[src/hdl/rpn_pkg.sv]
// Shared constants, types and helpers for the RPN stack calculator.
package rpn_pkg;

  // Operand stack size and derived widths
  localparam int STACK_DEPTH   = 64;
  localparam int DEPTH_W       = $clog2(STACK_DEPTH + 1);
  localparam int ADDR_W        = $clog2(STACK_DEPTH);
  localparam int DATA_W        = 32;
  localparam int DEPTH_FIELD_W = 7;

  // Command queue between front and back; depth must be a power of two
  localparam int QUEUE_DEPTH = 2;
  localparam int QPTR_W      = $clog2(QUEUE_DEPTH);
  localparam int QCNT_W      = $clog2(QUEUE_DEPTH + 1);

  // Divider iteration counter
  localparam int DIV_CNT_W = $clog2(DATA_W);

  // Stream word widths
  localparam int IN_TDATA_W  = 32;
  localparam int IN_TUSER_W  = 4;
  localparam int OUT_TDATA_W = 48;

  // Request kinds
  localparam logic REQ_PUSH = 1'b0;
  localparam logic REQ_OPER = 1'b1;

  // Operator codes
  localparam logic [2:0] OP_ADD = 3'd0;
  localparam logic [2:0] OP_SUB = 3'd1;
  localparam logic [2:0] OP_MUL = 3'd2;
  localparam logic [2:0] OP_DIV = 3'd3;

  typedef enum logic [1:0] {
    ST_OK    = 2'd0,
    ST_UNDER = 2'd1,
    ST_OVER  = 2'd2,
    ST_DIVZ  = 2'd3
  } status_t;

  // Classified command handed from front to back
  typedef enum logic [2:0] {
    CMD_PUSH = 3'd0,
    CMD_ADD  = 3'd1,
    CMD_SUB  = 3'd2,
    CMD_MUL  = 3'd3,
    CMD_DIV  = 3'd4,
    CMD_ONES = 3'd5
  } cmd_t;

  typedef struct packed {
    cmd_t              cmd;
    logic [DATA_W-1:0] value;
  } q_item_t;

  typedef struct packed {
    logic              start;
    logic [DATA_W-1:0] dividend;
    logic [DATA_W-1:0] divisor;
  } div_req_t;

  typedef struct packed {
    logic              done;
    logic [DATA_W-1:0] quotient;
  } div_rsp_t;

  // Low bits of the entry count as carried in the result word
  function automatic logic [DEPTH_FIELD_W-1:0] depth_field(input logic [DEPTH_W-1:0] d);
    logic [DEPTH_W+DEPTH_FIELD_W-1:0] ext;
    begin
      ext = {{DEPTH_FIELD_W{1'b0}}, d};
      return ext[DEPTH_FIELD_W-1:0];
    end
  endfunction

endpackage

[src/hdl/rpn_stack_calculator.sv]
// Top level of the reverse Polish stack calculator.
//
// Each input word either pushes a signed 32-bit value or applies an operator to the top
// two stack entries (add, subtract, multiply, divide truncating toward zero, any other
// code gives -1); every word yields one result word with the new top of stack (0 when
// empty), the entry count and a status (ok, underflow, overflow, divide by zero; the stack
// is unchanged on error). A two-word command queue decouples input acceptance from
// execution. Once a word reaches the executing stage, a push or an error without a stack
// read completes straight from the idle state; add, subtract, the -1 operator and divide
// by zero wait for the stack RAM read, multiply also for its product register, and divide
// for the 32-step radix-2 divider, its sign fixup and its done register; a result appears
// in the output register on the cycle after it is computed. Integer values wrap at 32
// bits.
module rpn_stack_calculator import rpn_pkg::*; (
  input  logic                   clk,
  input  logic                   rst_n,
  input  logic                   in_tvalid,
  output logic                   in_tready,
  input  logic [IN_TDATA_W-1:0]  in_tdata,   // [31:0] value
  input  logic [IN_TUSER_W-1:0]  in_tuser,   // [0] req_type, [3:1] op
  output logic                   out_tvalid,
  input  logic                   out_tready,
  output logic [OUT_TDATA_W-1:0] out_tdata   // [31:0] top_value, [38:32] depth,
                                             // [40:39] status, [47:41] zero
);

  logic                     q_valid;
  q_item_t                  q_item;
  logic                     q_pop;
  logic [DATA_W-1:0]        res_top;
  logic [DEPTH_FIELD_W-1:0] res_depth;
  status_t                  res_status;

  rpn_front u_front (
    .clk       (clk),
    .rst_n     (rst_n),
    .in_tvalid (in_tvalid),
    .in_tready (in_tready),
    .in_tdata  (in_tdata),
    .in_tuser  (in_tuser),
    .q_valid   (q_valid),
    .q_item    (q_item),
    .q_pop     (q_pop)
  );

  rpn_back u_back (
    .clk        (clk),
    .rst_n      (rst_n),
    .q_valid    (q_valid),
    .q_item     (q_item),
    .q_pop      (q_pop),
    .out_tvalid (out_tvalid),
    .out_tready (out_tready),
    .out_top    (res_top),
    .out_depth  (res_depth),
    .out_status (res_status)
  );

  // Pack result fields, zero padding highest and top value lowest
  assign out_tdata = {{(OUT_TDATA_W - DATA_W - DEPTH_FIELD_W - 2){1'b0}},
                      res_status, res_depth, res_top};

endmodule

[src/hdl/rpn_ram.sv]
// Generic single-write, single-read RAM with registered read data.
module rpn_ram #(
  parameter int WIDTH = 32,
  parameter int DEPTH = 64
) (
  input  logic                     clk,
  input  logic                     we,
  input  logic [$clog2(DEPTH)-1:0] waddr,
  input  logic [WIDTH-1:0]         wdata,
  input  logic [$clog2(DEPTH)-1:0] raddr,
  output logic [WIDTH-1:0]         rdata
);

  logic [WIDTH-1:0] mem [DEPTH];

  always_ff @(posedge clk) begin
    if (we) begin
      mem[waddr] <= wdata;
    end
    rdata <= mem[raddr];
  end

endmodule

[src/hdl/rpn_div.sv]
// Radix-2 restoring signed divider, truncating toward zero, one quotient bit per cycle.
module rpn_div import rpn_pkg::*; (
  input  logic     clk,
  input  logic     rst_n,
  input  div_req_t req,
  output div_rsp_t rsp
);

  localparam logic [DIV_CNT_W-1:0] LAST_STEP = DIV_CNT_W'(DATA_W - 1);

  logic                 busy_r, busy_nxt;
  logic                 fix_r, fix_nxt;
  logic                 done_r, done_nxt;
  logic [DIV_CNT_W-1:0] cnt_r, cnt_nxt;
  logic [DATA_W-1:0]    rem_r, quo_r, dv_r;
  logic                 neg_r;

  logic [DATA_W:0]      shifted, diff;
  logic                 ge;
  logic [DATA_W-1:0]    mag_a, mag_b;
  logic                 last;

  // Magnitudes of the operands at start
  assign mag_a = req.dividend[DATA_W-1] ? (DATA_W'(0) - req.dividend) : req.dividend;
  assign mag_b = req.divisor[DATA_W-1]  ? (DATA_W'(0) - req.divisor)  : req.divisor;

  // One trial subtraction per step
  assign shifted = {rem_r, quo_r[DATA_W-1]};
  assign diff    = shifted - {1'b0, dv_r};
  assign ge      = !diff[DATA_W];
  assign last    = busy_r && (cnt_r == LAST_STEP);

  // Control sequencing: start, iterate, sign fixup, done
  always_comb begin
    busy_nxt = busy_r;
    cnt_nxt  = cnt_r;
    fix_nxt  = last;
    done_nxt = fix_r;
    if (req.start) begin
      busy_nxt = 1'b1;
      cnt_nxt  = '0;
    end else if (busy_r) begin
      cnt_nxt = cnt_r + DIV_CNT_W'(1);
      if (last) begin
        busy_nxt = 1'b0;
      end
    end
  end

  always_ff @(posedge clk) begin
    if (!rst_n) begin
      busy_r <= 1'b0;
      fix_r  <= 1'b0;
      done_r <= 1'b0;
      cnt_r  <= '0;
    end else begin
      busy_r <= busy_nxt;
      fix_r  <= fix_nxt;
      done_r <= done_nxt;
      cnt_r  <= cnt_nxt;
    end
  end

  // Datapath
  always_ff @(posedge clk) begin
    if (req.start) begin
      rem_r <= '0;
      quo_r <= mag_a;
      dv_r  <= mag_b;
      neg_r <= req.dividend[DATA_W-1] ^ req.divisor[DATA_W-1];
    end else if (busy_r) begin
      rem_r <= ge ? diff[DATA_W-1:0] : shifted[DATA_W-1:0];
      quo_r <= {quo_r[DATA_W-2:0], ge};
    end else if (fix_r && neg_r) begin
      quo_r <= DATA_W'(0) - quo_r;
    end
  end

  assign rsp.done     = done_r;
  assign rsp.quotient = quo_r;

endmodule

[src/hdl/rpn_front.sv]
// Front end: accepts input words, classifies them into commands and queues them.
module rpn_front import rpn_pkg::*; (
  input  logic                  clk,
  input  logic                  rst_n,
  input  logic                  in_tvalid,
  output logic                  in_tready,
  input  logic [IN_TDATA_W-1:0] in_tdata,  // [31:0] value
  input  logic [IN_TUSER_W-1:0] in_tuser,  // [0] req_type, [3:1] op
  output logic                  q_valid,
  output q_item_t               q_item,
  input  logic                  q_pop
);

  q_item_t             mem_r [QUEUE_DEPTH];
  logic [QPTR_W-1:0]   wr_ptr_r, wr_ptr_nxt;
  logic [QPTR_W-1:0]   rd_ptr_r, rd_ptr_nxt;
  logic [QCNT_W-1:0]   cnt_r, cnt_nxt;
  logic                push, pop;
  q_item_t             new_item;

  assign in_tready = (cnt_r != QCNT_W'(QUEUE_DEPTH));
  assign q_valid   = (cnt_r != '0);
  assign push      = in_tvalid && in_tready;
  assign pop       = q_pop && q_valid;
  assign q_item    = mem_r[rd_ptr_r];

  // Classify the incoming word
  always_comb begin
    new_item.value = in_tdata[DATA_W-1:0];
    if (in_tuser[0] == REQ_PUSH) begin
      new_item.cmd = CMD_PUSH;
    end else begin
      case (in_tuser[3:1])
        OP_ADD:  new_item.cmd = CMD_ADD;
        OP_SUB:  new_item.cmd = CMD_SUB;
        OP_MUL:  new_item.cmd = CMD_MUL;
        OP_DIV:  new_item.cmd = CMD_DIV;
        default: new_item.cmd = CMD_ONES;
      endcase
    end
  end

  // Queue pointers and fill count
  always_comb begin
    wr_ptr_nxt = push ? (wr_ptr_r + QPTR_W'(1)) : wr_ptr_r;
    rd_ptr_nxt = pop  ? (rd_ptr_r + QPTR_W'(1)) : rd_ptr_r;
    cnt_nxt    = cnt_r;
    if (push && !pop) begin
      cnt_nxt = cnt_r + QCNT_W'(1);
    end else if (pop && !push) begin
      cnt_nxt = cnt_r - QCNT_W'(1);
    end
  end

  always_ff @(posedge clk) begin
    if (!rst_n) begin
      wr_ptr_r <= '0;
      rd_ptr_r <= '0;
      cnt_r    <= '0;
    end else begin
      wr_ptr_r <= wr_ptr_nxt;
      rd_ptr_r <= rd_ptr_nxt;
      cnt_r    <= cnt_nxt;
    end
  end

  // Queue storage
  always_ff @(posedge clk) begin
    if (push) begin
      mem_r[wr_ptr_r] <= new_item;
    end
  end

  a_cnt_bound: assert property (@(posedge clk) disable iff (!rst_n)
    cnt_r <= QCNT_W'(QUEUE_DEPTH))
    else $error("command queue count beyond depth");

  a_pop_nonempty: assert property (@(posedge clk) disable iff (!rst_n)
    q_pop |-> cnt_r != '0)
    else $error("pop from empty command queue");

  a_push_counts: assert property (@(posedge clk) disable iff (!rst_n)
    (push && !pop) |=> cnt_r == $past(cnt_r) + QCNT_W'(1))
    else $error("queue count missed a push");

endmodule

[src/hdl/rpn_back.sv]
// Back end: executes queued commands on the operand stack and registers the result.
module rpn_back import rpn_pkg::*; (
  input  logic                     clk,
  input  logic                     rst_n,
  input  logic                     q_valid,
  input  q_item_t                  q_item,
  output logic                     q_pop,
  output logic                     out_tvalid,
  input  logic                     out_tready,
  output logic [DATA_W-1:0]        out_top,
  output logic [DEPTH_FIELD_W-1:0] out_depth,
  output status_t                  out_status
);

  typedef enum logic [3:0] {
    S_IDLE = 4'b0001,
    S_WAIT = 4'b0010,
    S_MUL  = 4'b0100,
    S_DIV  = 4'b1000
  } state_t;

  state_t              state_r, state_nxt;
  logic [DEPTH_W-1:0]  depth_r, depth_nxt;
  logic [DATA_W-1:0]   tos_r, tos_nxt;
  cmd_t                cmd_r, cmd_nxt;
  logic [DATA_W-1:0]   prod_r, prod_nxt;
  logic                out_valid_r, out_valid_nxt;
  logic [DATA_W-1:0]   out_top_r, out_top_nxt;
  logic [DEPTH_FIELD_W-1:0] out_depth_r, out_depth_nxt;
  status_t             out_status_r, out_status_nxt;

  logic                ram_we;
  logic [ADDR_W-1:0]   ram_waddr, ram_raddr;
  logic [DATA_W-1:0]   ram_wdata, ram_rdata;
  div_req_t            div_req;
  div_rsp_t            div_rsp;

  logic [DEPTH_W-1:0]  depth_m1, depth_m2;
  logic [DATA_W-1:0]   prod_low;
  logic                out_free;
  logic                fin, op_done;
  logic [DATA_W-1:0]   op_res, res_top;
  logic [DEPTH_W-1:0]  res_depth;
  status_t             res_status;

  // Entries below the top live in RAM; the top is held in tos_r
  rpn_ram #(
    .WIDTH (DATA_W),
    .DEPTH (STACK_DEPTH)
  ) u_stack (
    .clk   (clk),
    .we    (ram_we),
    .waddr (ram_waddr),
    .wdata (ram_wdata),
    .raddr (ram_raddr),
    .rdata (ram_rdata)
  );

  rpn_div u_div (
    .clk   (clk),
    .rst_n (rst_n),
    .req   (div_req),
    .rsp   (div_rsp)
  );

  assign depth_m1  = depth_r - DEPTH_W'(1);
  assign depth_m2  = depth_r - DEPTH_W'(2);
  // Low half of the product is all that is kept
  assign prod_low  = ram_rdata * tos_r;
  assign out_free  = !out_valid_r || out_tready;

  // Command sequencer
  always_comb begin
    state_nxt  = state_r;
    depth_nxt  = depth_r;
    tos_nxt    = tos_r;
    cmd_nxt    = cmd_r;
    prod_nxt   = prod_r;
    q_pop      = 1'b0;
    fin        = 1'b0;
    op_done    = 1'b0;
    op_res     = '0;
    res_top    = tos_r;
    res_depth  = depth_r;
    res_status = ST_OK;
    ram_we     = 1'b0;
    ram_waddr  = depth_m1[ADDR_W-1:0];
    ram_wdata  = tos_r;
    ram_raddr  = depth_m2[ADDR_W-1:0];
    div_req.start    = 1'b0;
    div_req.dividend = ram_rdata;
    div_req.divisor  = tos_r;

    case (state_r)
      S_IDLE: begin
        if (q_valid && out_free) begin
          q_pop = 1'b1;
          if (q_item.cmd == CMD_PUSH) begin
            fin = 1'b1;
            if (depth_r >= DEPTH_W'(STACK_DEPTH)) begin
              res_status = ST_OVER;
            end else begin
              // old top spills into RAM
              ram_we    = (depth_r != '0);
              tos_nxt   = q_item.value;
              depth_nxt = depth_r + DEPTH_W'(1);
              res_top   = q_item.value;
              res_depth = depth_r + DEPTH_W'(1);
            end
          end else if (depth_r < DEPTH_W'(2)) begin
            fin        = 1'b1;
            res_status = ST_UNDER;
          end else begin
            cmd_nxt   = q_item.cmd;
            state_nxt = S_WAIT;
          end
        end
      end
      S_WAIT: begin
        // ram_rdata holds operand a, tos_r holds b
        case (cmd_r)
          CMD_ADD: begin
            op_done = 1'b1;
            op_res  = ram_rdata + tos_r;
          end
          CMD_SUB: begin
            op_done = 1'b1;
            op_res  = ram_rdata - tos_r;
          end
          CMD_MUL: begin
            prod_nxt  = prod_low;
            state_nxt = S_MUL;
          end
          CMD_DIV: begin
            if (tos_r == '0) begin
              fin        = 1'b1;
              res_status = ST_DIVZ;
              state_nxt  = S_IDLE;
            end else begin
              div_req.start = 1'b1;
              state_nxt     = S_DIV;
            end
          end
          default: begin
            op_done = 1'b1;
            op_res  = '1;
          end
        endcase
      end
      S_MUL: begin
        op_done = 1'b1;
        op_res  = prod_r;
      end
      S_DIV: begin
        if (div_rsp.done) begin
          op_done = 1'b1;
          op_res  = div_rsp.quotient;
        end
      end
      default: begin
        state_nxt = S_IDLE;
      end
    endcase

    // Two operands replaced by one result
    if (op_done) begin
      fin       = 1'b1;
      tos_nxt   = op_res;
      depth_nxt = depth_m1;
      res_top   = op_res;
      res_depth = depth_m1;
      state_nxt = S_IDLE;
    end
  end

  // Result register
  always_comb begin
    out_valid_nxt  = out_valid_r;
    out_top_nxt    = out_top_r;
    out_depth_nxt  = out_depth_r;
    out_status_nxt = out_status_r;
    if (fin) begin
      out_valid_nxt  = 1'b1;
      out_top_nxt    = (res_depth == '0) ? '0 : res_top;
      out_depth_nxt  = depth_field(res_depth);
      out_status_nxt = res_status;
    end else if (out_tready) begin
      out_valid_nxt = 1'b0;
    end
  end

  always_ff @(posedge clk) begin
    if (!rst_n) begin
      state_r     <= S_IDLE;
      depth_r     <= '0;
      out_valid_r <= 1'b0;
    end else begin
      state_r     <= state_nxt;
      depth_r     <= depth_nxt;
      out_valid_r <= out_valid_nxt;
    end
  end

  always_ff @(posedge clk) begin
    tos_r        <= tos_nxt;
    cmd_r        <= cmd_nxt;
    prod_r       <= prod_nxt;
    out_top_r    <= out_top_nxt;
    out_depth_r  <= out_depth_nxt;
    out_status_r <= out_status_nxt;
  end

  assign out_tvalid = out_valid_r;
  assign out_top    = out_top_r;
  assign out_depth  = out_depth_r;
  assign out_status = out_status_r;

  a_depth_bound: assert property (@(posedge clk) disable iff (!rst_n)
    depth_r <= DEPTH_W'(STACK_DEPTH))
    else $error("stack depth beyond capacity");

  a_operands_present: assert property (@(posedge clk) disable iff (!rst_n)
    (state_r != S_IDLE) |-> depth_r >= DEPTH_W'(2))
    else $error("operator in flight with fewer than two entries");

  a_div_done_state: assert property (@(posedge clk) disable iff (!rst_n)
    div_rsp.done |-> state_r == S_DIV)
    else $error("divider finished outside divide wait");

  a_div_nonzero: assert property (@(posedge clk) disable iff (!rst_n)
    div_req.start |-> tos_r != '0)
    else $error("divider started with zero divisor");

  a_result_slot_free: assert property (@(posedge clk) disable iff (!rst_n)
    fin |-> out_free)
    else $error("result overwrote an untaken word");

endmodule
[config.mk]
export PLATFORM = sky130hd
export DESIGN_NAME = rpn_stack_calculator
export DESIGN_NICKNAME = d
export VERILOG_FILES = /design/src/hdl/rpn_pkg.sv /design/src/hdl/rpn_stack_calculator.sv /design/src/hdl/rpn_ram.sv /design/src/hdl/rpn_div.sv /design/src/hdl/rpn_front.sv /design/src/hdl/rpn_back.sv
export SDC_FILE = /design/constraint.sdc
export NUM_CORES = 2
export LEC_CHECK = 0
export BUFFER_PORTS_ARGS = -buffer_cell sky130_fd_sc_hd__buf_2
export CORE_MARGIN = 4
export CORE_UTILIZATION = 55
export CTS_BUF_LIST = sky130_fd_sc_hd__clkbuf_4
export CTS_CLUSTER_DIAMETER = 40
export DETAILED_ROUTE_END_ITERATION = 6
export PLACE_DENSITY = 0.71
export SLEW_MARGIN = 10
export SYNTH_ARGS = -nofsm -noshare
export SYNTH_HDL_FRONTEND = slang
export SYNTH_SLANG_ARGS = --single-unit
[constraint.sdc]
create_clock -name clk -period 8.6 [get_ports clk]
set_clock_uncertainty 0.1 [all_clocks]
set_input_delay 1.29 -clock clk [delete_from_list [all_inputs] [get_ports clk]]
set_output_delay 1.29 -clock clk [all_outputs]
set_load 0.05 [all_outputs]
# Yosys cells after proc, flatten, opt, wreduce, memory -nomap -nowiden
# Memory sizes are Yosys's and may differ from the RTL's. A register that Yosys moved wholly into a read port is not among the register bits.
# Cells that the tools add are included.
dict set report totals {
  register_bits 229
  in_bits 40
  output_inout_bits 50
  word_cells 156
  memories 2
  ramBits 2118
}
dict set report op_classes {
  n_bitwise 5
  eq_ne 17
  muxes 66
  n_addsub 14
  n_reduce_logical 28
  n_lt_le_gt_ge 2
  n_mul 1
}
# name words word_bits rd rd_ports_with_merged_regs wr line
set memory_table {}
lappend memory_table {u_back.u_stack.mem 64 32 1 1 1 rpn_ram.sv:14} ;# logic [WIDTH-1:0] mem [DEPTH];
lappend memory_table {u_front.mem_r 2 35 1 1 1 rpn_front.sv:14} ;# q_item_t mem_r [QUEUE_DEPTH];
# op n
set op_table {}
lappend op_table {{two-way mux 32 bit} 11}
lappend op_table {{one-hot mux 32 bit (3 select lines)} 2}
lappend op_table {{subtractor 1 x 32 -> 32 bit, first input constant} 3}
lappend op_table {{two-way mux 7 bit} 5}
lappend op_table {{subtractor 33 x 32 -> 33 bit} 1}
lappend op_table {{adder 32 bit} 1}
lappend op_table {{zero test 32 bit} 1}
lappend op_table {{multiplier 32 x 32 -> 32 bit} 1}
lappend op_table {{subtractor 32 bit} 1}
lappend op_table {{two-way mux 31 bit} 1}
lappend op_table {{two-way mux 1 bit} 29}
lappend op_table {{two-way mux 4 bit} 4}
lappend op_table {{two-way mux 2 bit} 7}
lappend op_table {{equality test 3 x 2 -> 1 bit, second input constant} 4}
lappend op_table {{one-hot mux 3 bit (4 select lines)} 1}
lappend op_table {{one-hot mux 4 bit (3 select lines)} 1}
lappend op_table {{one-hot mux 4 bit (2 select lines)} 1}
lappend op_table {{OR reduction 2 bit} 4}
lappend op_table {{adder 7 x 1 -> 7 bit, second input constant} 1}
lappend op_table {{greater-or-equal comparator 7 bit, second input constant} 1}
lappend op_table {{logical AND 1 bit} 7}
lappend op_table {{zero test 7 bit} 1}
lappend op_table {{less-than comparator 7 x 2 -> 1 bit, second input constant} 1}
lappend op_table {{nonzero test 7 bit} 1}
lappend op_table {{30 further kinds} 43}

# Logic depth before layout (Yosys ltp)
dict set report depth {
  ltp_word 9
  depth_mapped 27
}

# Hierarchy
# Synthesis repeated with hierarchy kept, for this count alone.
dict set report unflattened {
  hier_cells 6975
  area_unflattened_um2 112785.7
}
# module area_each_um2 cells_each instances
set by_module_without_submodules {}
lappend by_module_without_submodules {rpn_ram 78512.8 3324 1}
lappend by_module_without_submodules {rpn_back 23510.0 2581 1}
lappend by_module_without_submodules {rpn_div 7910.1 923 1}
lappend by_module_without_submodules {rpn_front 2796.4 139 1}
lappend by_module_without_submodules {rpn_stack_calculator 56.3 8 1}

# Worst setup path before layout
# Ideal clock, no wire load.
dict set report synth_path {
  path_type {register to register}
  from {register u_back.tos_r[7] (netlist: u_back.ram_wdata[7])}
  to {register u_back.prod_r[31], data pin}
  required_ns 8.234
  setup_ns 0.266
  arrival_time_ns 7.577
  synth_period_minus_slack_ns 7.943
  path_stages_with_launch 25
  setup_slack_ns 0.657
  path_cell_list {dfxtp_1 -> clkbuf_1 -> clkbuf_1 -> and2_1 -> fa_1 -> fa_1 -> fa_1 -> inv_1 -> fa_1 -> inv_1 -> fa_1 -> inv_1 -> fa_1 -> inv_1 -> fa_1 -> fa_1 -> ha_1 -> o21ai_0 -> a21oi_1 -> a41o_1 -> a311oi_1 -> o21ai_0 -> a21o_1 -> o41ai_1 -> xnor2_1}
}
dict set report synth_via {
  elab_chain_cells 1
}
# item line
set synth_rtl {}
lappend synth_rtl {{start, declared} rpn_back.sv:24} ;# logic [DATA_W-1:0] tos_r, tos_nxt;
lappend synth_rtl {{start signal, assigned} rpn_back.sv:205} ;# tos_r <= tos_nxt;
lappend synth_rtl {{multiplier 32 x 32 -> 32 bit} rpn_back.sv:69} ;# assign prod_low = ram_rdata * tos_r;
lappend synth_rtl {{via u_back.prod_low[31]} rpn_back.sv:39} ;# logic [DATA_W-1:0] prod_low;
lappend synth_rtl {{end signal, assigned} rpn_back.sv:207} ;# prod_r <= prod_nxt;
lappend synth_rtl {{end, declared} rpn_back.sv:26} ;# logic [DATA_W-1:0] prod_r, prod_nxt;
# The timed path passes the listed nets, and every way through them passes these cells.
# A chain may end at the register's enable or synchronous reset.

# Final worst setup path
dict set report layout_path {
  from {register u_back.tos_r[5] (netlist: u_back.ram_wdata[5])}
  to {register u_back.prod_r[30], data pin}
}
# Same word-level chain as after synthesis.

==> impl_metrics.yaml <==
outcome:
  outcome: "complete, but fails checks"
  violations: "design-rule violations"
setup_path:
  crit_chain: "buf_4 > and2_1 > fa_1 > fa_1 > ha_1 > inv_1 > fa_1 > inv_1 > ha_1 > ha_1 > fa_1 > fa_1 > ha_1 > a21o_1 > a21oi_1 > nor4b_1 > a21oi_1 > o31ai_1 > o21ai_0 > a211o_1 > a21oi_1 > xnor2_1"
  reg2regPathDepth: 22
  rr_endpoint: "u_back.prod_r[30]$_DFFE_PP_"
  path_class: "register to register"
  worstPathArrival_ns: 8.80
  startpoint_type: "register"
  crit_path_end_kind: "register"
  cpMaxStageDelayCell: "dfxtp_4"
  cp-startpoint: "u_back.ram_wdata[5]$_DFF_P_"
  worstReg2RegStart: "u_back.ram_wdata[5]$_DFF_P_"
  cp_common_cell: "fa_1"
  rrSetupSlack_ns: 0.89
  required_ns: 9.69
  critPathMaxFanout: 69
  cpPeakStageDelay_ns: 0.80
yosys:
  synth_seq_area_share: 0.626
  synth.avg_cell_area_sq_um: 16.8
  synth_edf_count: 2259
  ys_seq_elements: 2380
  yosys_warnings: 0
  netlist_instances: 6680
  netlist_area_sq_mm: 0.112
  yosysUniqueCellTypes: 88
  synth_flop_cell: "edfxtp_1"
  synthArstFlopShare: 0
drt:
  post-route-drc-count: 4
  num_vias: 64992
  dr.pass1.iters: 7
  drtAntennaViolNets: 0
  wl_mm: 310
  viasPerCell: 6.31
  drt-initial-drc-count: 7937
  wl_per_cell_um: 30.1
timing:
  grt_setup_unrepaired: "false"
  holdWs_ns: 0.138
  slew_headroom: 0.101
  finalCritPeriodShare: 0.896
  finalMaxSlewViolations: 0
  final-hold-violation-count: 0
  worst_pin_slew_ns: 1.35
  period_needed_ns: 7.71
  tns_ns: 0
  fmax_mhz: 130
  setup_viol: 0
clock_network:
  cts_buffer_depth: 4
  cts_buffers: 603
  cts_tree: "yes"
  cts_setup_buffers: 0
  cts_root_buffer: "clkbuf_4"
  cts.sinks: 2380
  clkTransAtPathRegs_ns: 0.06
  htreeDepth: 6
  insertion_delay_ns: 1.54
floorplanning:
  coreArea_sq_mm: 0.203
  initial_core_util: 0.554
  placementRows: 165
  dieArea_sq_mm: 0.211
  die_w_um: 460
  die_h_um: 460
  ios: 90
layout:
  final_nets: 7862
  drive_gt1_frac: 0.264
  syn_to_final_growth_pct: 11.1
  final_common_cell: "edfxtp_1"
  seq_area_sq_mm: 0.0704
  mostFrequentLayoutCells: "2259 x edfxtp_1, 873 x clkbuf_4, 658 x mux4_2"
  nFillCells: 14516
  multiInputGateArea_sq_mm: 0.0391
global_route:
  grt_pass1_vias: 66360
  grt_max_degree: 103
  grt_antenna_before_repair: 23
  grt_pass1_wl_mm: 452
  grt.total_usage: 0.297
  gr-total-overflow: 0
min_path:
  hold-path-endpoint: "u_back.u_div.done_r$_SDFF_PN0_"
  hold_class: "input port to register"
  hp-start: "rst_n"
  whs_path_depth: 2
run:
  max_cap_viol_count: 0
placed_design:
  io_buffer_count: 82
  gp_congestion: 0.932
  dp.final_hpwl_mm: 189
Yosys cell counts, types with 140 or more instances:
| cell type | n | area share |
|---|---|---|
| a21oi_1 | 157 | 0.0070 |
| and2_1 | 313 | 0.017 |
| clkbuf_1 | 296 | 0.0099 |
| edfxtp_1 | 2259 | 0.60 |
| fa_1 | 410 | 0.073 |
| ha_1 | 198 | 0.022 |
| inv_1 | 475 | 0.016 |
| mux4_2 | 658 | 0.13 |
| nand2_1 | 423 | 0.014 |
| nor2_1 | 225 | 0.0075 |
| o21ai_0 | 140 | 0.0062 |
| xnor2_1 | 155 | 0.012 |
flip-flops by register name (all words and copies together) (netlist names), 2 cells and up, named ones only:
register and count:
u_front.cnt_r 2, u_back.cmd_r 3, u_back.u_div.cnt_r 5, u_back.prod_r 32, u_back.state_r 4, u_back.out_depth 7, u_back.ram_wdata 32, u_back.depth_r 7
u_back.out_status 2, u_front.mem_r 70, u_back.out_top 32, u_back.u_div.dv_r 32, u_back.u_stack.mem 2048, u_back.u_div.quo_r 32, u_back.u_div.rem_r 32, u_back.u_stack.rdata 32
layout make-up:
cell class                      count  area share
Antenna cell                       12    0.000241
Timing Repair Buffer              308      0.0183
Tap cell                         2672      0.0268
Sequential cell                  2380       0.565
Clock inverter                    141     0.00883
Multi-Input combinational cell   3444       0.314
Inverter                          477      0.0144
Clock buffer                      873      0.0526
worst max-delay path by stage:
stage	endpoint	cells after the start
floorplan	u_back.prod_r[31]$_DFFE_PP_	24
global placement	u_back.prod_r[31]$_DFFE_PP_	22
detailed placement	u_back.prod_r[31]$_DFFE_PP_	20
CTS	u_back.prod_r[31]$_DFFE_PP_	20
global route	u_back.prod_r[31]$_DFFE_PP_	22
finish	u_back.prod_r[30]$_DFFE_PP_	22
timing repair:
item,in CTS,in global routing
endpoints found under the hold margin,66,0
setup endpoints to repair,0,0
gates resized for setup,0,0
hold buffers,35,0
layer usage:
metal	global-route usage	vias to the layer above	part of all wire
met1	0.401	33629	0.37
met3	0.0727	709	0.11
met5	0	-	0.00015
met2	0.457	3896	0.47
li1	-	26750	-
met4	0.151	8	0.055
stage by stage:
step                      std cells  setup slack [ns]  utilization  area [sq um]
after detailed placement       9246             0.940        0.576        117000
after global routing          10301             0.438        0.615        125000
after global placement         9246              1.01        0.576        117000
after floorplan                6686             0.657            -        112000
after CTS                     10295             0.912        0.615        125000
final                         10307             0.893        0.615        125000
worst max-delay path: cells and delay by family, from the launching register on:
| kind | cells | cell delay (ns) |
|---|---|---|
| DFF | 1 | 0.80 |
| AOI/OAI and AO/OA | 7 | 1.82 |
| buffers and inverters | 3 | 0.62 |
| adders and majority gates | 9 | 3.51 |
| and+or+nand+nor | 2 | 0.50 |
| xor gates and xnor gates | 1 | 0.07 |
logic make-up (layout without fill, tap and decap cells):
group / after synthesis / after routing / synth area share
AO/OA/AOI/OAI: 633 / 633 / 0.0369
XOR/XNOR: 243 / 243 / 0.0190
adder cells (fa/ha/maj): 608 / 608 / 0.0953
buffers and inverters: 862 / 1799 / 0.0300
flip-flops: 2380 / 2380 / 0.626
multiplexers: 724 / 724 / 0.138
other: 1 / 19 / 0.0000334
AND/OR/NAND/NOR: 1229 / 1229 / 0.0543
Power is not shown: default switching activity piles up to over one toggle a cycle in this logic, so the estimate is an artifact.
